File: src/hw/rtl/tpv_pkg.sv
// Package for the three-axis PID velocity unit: data formats, widths,
// register indexes, saturation limits and the gain bundle. No dependencies.
package tpv_pkg;

  localparam int DATA_WIDTH     = 16;
  localparam int INTEGRAL_WIDTH = 32;
  localparam int FRAC_BITS      = 8;
  localparam int SEQ_WIDTH      = 32;
  localparam int CFG_INDEX_W    = 8;

  // Exact sum of the three products: the widest product plus two guard bits.
  localparam int SUM_W = DATA_WIDTH + INTEGRAL_WIDTH + 2;

  typedef logic signed [DATA_WIDTH-1:0]     data_t;
  typedef logic signed [DATA_WIDTH:0]       diff_t;
  typedef logic signed [INTEGRAL_WIDTH-1:0] integ_t;
  typedef logic signed [SUM_W-1:0]          sum_t;
  typedef logic        [SEQ_WIDTH-1:0]      seq_t;
  typedef logic        [CFG_INDEX_W-1:0]    cfg_index_t;

  typedef enum logic [CFG_INDEX_W-1:0] {
    REG_GAIN_P        = CFG_INDEX_W'(0),
    REG_GAIN_I        = CFG_INDEX_W'(1),
    REG_GAIN_D        = CFG_INDEX_W'(2),
    REG_ALT_THRESHOLD = CFG_INDEX_W'(3)
  } cfg_reg_e;

  typedef struct packed {
    data_t p;
    data_t i;
    data_t d;
  } gains_t;

  // Reset values: unity proportional gain, threshold 0.1 in Q8.8.
  localparam data_t GAIN_P_RESET        = data_t'(DATA_WIDTH'(1) << FRAC_BITS);
  localparam data_t GAIN_I_RESET        = '0;
  localparam data_t GAIN_D_RESET        = '0;
  localparam data_t ALT_THRESHOLD_RESET = data_t'(DATA_WIDTH'(26));

  localparam integ_t INTEG_MAX = integ_t'({1'b0, {(INTEGRAL_WIDTH-1){1'b1}}});
  localparam integ_t INTEG_MIN = integ_t'({1'b1, {(INTEGRAL_WIDTH-1){1'b0}}});

  localparam sum_t ROUND_BIAS = sum_t'(SUM_W'(1) << (FRAC_BITS - 1));
  localparam sum_t DATA_MAX   = sum_t'({{(SUM_W-DATA_WIDTH+1){1'b0}},
                                        {(DATA_WIDTH-1){1'b1}}});
  localparam sum_t DATA_MIN   = ~DATA_MAX;

endpackage

File: src/hw/rtl/tpv_axis.sv
// One axis of the PID: integral and previous-error state, the registered
// terms of the current beat, and the gain products with rounding. Uses tpv_pkg.
module tpv_axis import tpv_pkg::*; (
  input  logic   clk_i,
  input  logic   rst_ni,
  input  logic   step_i,
  input  logic   integrate_i,
  input  data_t  err_i,
  input  gains_t gains_i,
  output data_t  vel_o
);

  integ_t integ_q, integ_d;
  data_t  prev_q;
  data_t  e_q;
  integ_t i_q;
  diff_t  d_q;

  logic signed [INTEGRAL_WIDTH:0] acc;
  diff_t diff;

  logic signed [2*DATA_WIDTH-1:0]            prod_p;
  logic signed [DATA_WIDTH+INTEGRAL_WIDTH-1:0] prod_i;
  logic signed [2*DATA_WIDTH:0]              prod_d;
  sum_t sum, scaled;

  // Saturating integral update; the output uses the updated sum.
  always_comb begin
    acc     = (INTEGRAL_WIDTH+1)'(integ_q) + (INTEGRAL_WIDTH+1)'(err_i);
    integ_d = integ_q;
    if (integrate_i) begin
      if (acc[INTEGRAL_WIDTH] != acc[INTEGRAL_WIDTH-1]) begin
        integ_d = acc[INTEGRAL_WIDTH] ? INTEG_MIN : INTEG_MAX;
      end else begin
        integ_d = acc[INTEGRAL_WIDTH-1:0];
      end
    end
    diff = diff_t'(err_i) - diff_t'(prev_q);
  end

  always_ff @(posedge clk_i or negedge rst_ni) begin
    if (!rst_ni) begin
      integ_q <= '0;
      prev_q  <= '0;
    end else if (step_i) begin
      integ_q <= integ_d;
      prev_q  <= err_i;
    end
  end

  always_ff @(posedge clk_i) begin
    if (step_i) begin
      e_q <= err_i;
      i_q <= integ_d;
      d_q <= diff;
    end
  end

  // Products carry 2*FRAC_BITS fraction bits; round half up, then saturate.
  always_comb begin
    prod_p = gains_i.p * e_q;
    prod_i = gains_i.i * i_q;
    prod_d = gains_i.d * d_q;
    sum    = sum_t'(prod_p) + sum_t'(prod_i) + sum_t'(prod_d);
    scaled = (sum + ROUND_BIAS) >>> FRAC_BITS;
    if (scaled > DATA_MAX) begin
      vel_o = DATA_MAX[DATA_WIDTH-1:0];
    end else if (scaled < DATA_MIN) begin
      vel_o = DATA_MIN[DATA_WIDTH-1:0];
    end else begin
      vel_o = scaled[DATA_WIDTH-1:0];
    end
  end

endmodule

File: config.mk
export PLATFORM = sky130hd
export DESIGN_NAME = tpv_axis
export DESIGN_NICKNAME = d
export VERILOG_FILES = /design/src/hw/rtl/tpv_pkg.sv /design/src/hw/rtl/tpv_axis.sv
export SDC_FILE = /design/constraint.sdc
export NUM_CORES = 2
export LEC_CHECK = 0
export ABC_AREA = 0
export BUFFER_PORTS_ARGS = -buffer_cell sky130_fd_sc_hd__buf_2
export CORE_ASPECT_RATIO = 1.2
export CORE_MARGIN = 2
export CORE_UTILIZATION = 40
export DETAILED_ROUTE_END_ITERATION = 8
export MAX_ROUTING_LAYER = met4
export SLEW_MARGIN = 20
export SYNTH_ARGS = -nofsm -noshare
export SYNTH_HDL_FRONTEND = slang
export SYNTH_SLANG_ARGS = --single-unit
export TNS_END_PERCENT = 5
File: constraint.sdc
create_clock -name clk_i -period 34.4 [get_ports clk_i]
set_input_delay 3.44 -clock clk_i [delete_from_list [all_inputs] [get_ports clk_i]]
set_output_delay 3.44 -clock clk_i [all_outputs]
set_load 0.05 [all_outputs]
==> impl_metrics.env <==
export IMPL_outcome="finished clean"
export IMPL_io_pins=84
export IMPL_cts_tree="done"
export IMPL_worst_slack_ns=16.58
export IMPL_rsz0062_at_grt="no"
export IMPL_whs_path_depth=2
export IMPL_r2r_cells=12
export IMPL_period_share_pct=51.8
export IMPL_clockBufferDepth=2
export IMPL_ys_types=85
export IMPL_drv_slew=0
export IMPL_cp_max_fo=16
export IMPL_yosys_register_bits=113
export IMPL_hp_class="reg -> reg"
export IMPL_port_buffers=83
export IMPL_timing_hold_ws_ns=0.503
export IMPL_grt_start_max_net_pins=80
export IMPL_synth_area_per_cell_sq_um=9.48
export IMPL_reg2reg_from="integ_q[8]"
export IMPL_path_common_cell="fa_1"
export IMPL_ctsResizeCount=0
export IMPL_die_h_um=383
export IMPL_instances_no_fill=6550
export IMPL_async_flop_share_pct=42.5
export IMPL_nNetsFinal=6577
export IMPL_r2r_end="i_q[9]"
export IMPL_finClkSkew_ns=0.0144
export IMPL_endpoint_kind="output port"
export IMPL_yosysMostFrequentCell="inv_1"
export IMPL_place_ws_ns=16.66
export IMPL_dr_pass1_iters=5
export IMPL_drc=0
export IMPL_critical_path_max_stage_delay_ns=1.02
export IMPL_cts_buffers=17
export IMPL_cts_setup_buffers=0
export IMPL_clock_fmax_mhz=56.1
export IMPL_cts_sinks=113
export IMPL_synth_top_area_share_pct=52.5
export IMPL_drtIter0Drc=1804
export IMPL_multiInputGateArea_sq_um=38900
export IMPL_num_rows=139
export IMPL_grt_pass1_wl_um=208000
export IMPL_worstSkewPairLatency_ns=0.45
export IMPL_critPathKind="in -> out"
export IMPL_max_cap_violations=0
export IMPL_mappedNetlistArea_sq_um=47900
export IMPL_ys_top_cells_by_area="fa_1, inv_1, ha_1"
export IMPL_synth_edff_count=65
export IMPL_core_area_sq_um=119000
export IMPL_vias=32900
export IMPL_reg2reg_slack_ns=29.07
export IMPL_hold_path_end="integ_q[14]"
export IMPL_min_delay_start="integ_q[14]"
export IMPL_fp_dieArea_sq_um=123000
export IMPL_cts_max_level=4
export IMPL_synth_fp_nets=6649
export IMPL_synth_top_cells_by_count="inv_1, fa_1, nand2_1"
export IMPL_fillers=11800
export IMPL_grt_usage_pct=23.1
export IMPL_grt_pass1_vias=36500
export IMPL_ant_nets=0
export IMPL_initial_core_util_pct=40.1
export IMPL_path_clk_slew_ns=0.06
export IMPL_register_area_sq_um=3150
export IMPL_finalSetupViolations=0
export IMPL_hold_viol_final=0
export IMPL_drive_gt1_share_pct=3.54
export IMPL_netlist_instances=5053
export IMPL_tns_ns=0
export IMPL_holdBufCountCts=0
export IMPL_slowest_stage="fa_1"
export IMPL_ys_seq_area_share_pct=6.58
export IMPL_cp_arrival_ns=14.38
export IMPL_required_ns=30.96
export IMPL_cts_root_buffer="clkbuf_16"
export IMPL_synthFlopType="edfxtp_1"
export IMPL_overflow=0
export IMPL_dp_cells=6513
export IMPL_worst_slew_pin_slew_ns=1.19
export IMPL_synthToLayoutAreaGrowth_pct=4.79
export IMPL_routed_wl_um=130000
export IMPL_relSlewSlack_pct=20.7
export IMPL_wl_per_cell_um=19.9
export IMPL_ys_warn_count=0
export IMPL_die_w_um=320
export IMPL_period_minus_slack_ns=17.82
export IMPL_gp_congestion=0.965
export IMPL_synthDominantAreaCellType="fa_1"
export IMPL_viasPerCell=5.02
export IMPL_antenna_found_initial=14
export IMPL_startpoint_type="input port"
export IMPL_dpl_hpwl_um=112000
-- state kept, by name, indices dropped and copies added, names as in the netlist --
register	flops
prev_q	16
integ_q	32
e_q	16
i_q	32
d_q	17
-- layout make-up --
class	count	share of cell area [%]
inverter	1347	10.1
tap	1551	3.87
sequential	113	6.28
clock buffer	17	0.848
timing repair buffer	96	1.03
clock inverter	15	0.327
antenna	5	0.0249
multi-input combinational	3406	77.6
-- kinds of logic (layout without fill, tap and decap cells) --
family	after synthesis	in the layout	share of synthesized area, %
DFF	113	113	6.58
other	0	5	0
and+or+nand+nor	1377	1377	14.1
xor gates and xnor gates	77	77	1.41
AOI/OAI and AO/OA	391	391	5.43
muxes	23	23	0.530
adders and majority gates	1538	1538	59.8
buffers and inverters	1534	1475	12.1
-- per-stage QoR --
| step | util [%] | area [sq um] |
|---|---|---|
| floorplan | - | 47900 |
| global placement | 41.6 | 49600 |
| detailed placement | 41.6 | 49600 |
| CTS | 42.1 | 50200 |
| global route | 42.1 | 50200 |
| finish | 42.1 | 50200 |
-- how the worst max path moves through the flow --
stage                start   endpoint  slack, ns  depth (start not counted)
6_report       gains_i[47]   vel_o[1]      16.58                         30
5_1_grt        gains_i[47]   vel_o[1]      15.86                         30
4_1_cts        gains_i[47]   vel_o[1]      16.60                         30
3_5_place_dp   gains_i[47]   vel_o[1]      16.66                         30
3_3_place_gp   gains_i[47]   vel_o[0]      16.89                         30
2_1_floorplan  gains_i[47]  vel_o[10]      18.05                         30
-- per-layer routing --
layer	vias to the layer above	GRT usage [%]	share of wire [%]
met4	0	6.41	3.2
met3	121	1.11	2.4
met1	17600	26.4	38
met2	525	43.8	57
met5	-	-	0
li1	14600	-	-
-- placed cells by master, fill, tap and decap left out, types with 11 or more instances in the layout --
master,synthesis,final
buf_4,1,14
nand2_1,621,621
xnor2_1,54,54
xor2_1,23,23
edfxtp_1,65,65
buf_2,3,82
nor2_1,114,114
nand3_1,23,23
inv_1,1347,1347
clkbuf_16,0,17
fa_1,1255,1255
and2_1,460,460
o22ai_1,24,24
nor3_1,31,31
nand2b_1,28,28
nor2b_1,28,28
ha_1,273,273
nand4_1,17,17
o21a_1,11,11
a31oi_1,11,11
o21ai_0,74,74
and3_1,13,13
a21o_1,67,67
mux2_2,19,19
o21bai_1,17,17
a21boi_0,11,11
dfrtp_1,48,48
a21oi_1,101,101
-- critical path: cells and delay by family --
kind / cells / cell delay (ns)
adders and majority gates: 10 / 5.73
AOI/OAI and AO/OA: 9 / 2.68
buffers and inverters: 8 / 1.26
and+or+nand+nor: 3 / 1.23
Power is left out: the tool's default activity adds up to more than one toggle a clock period on the data nets, which glitch-free logic cannot reach.
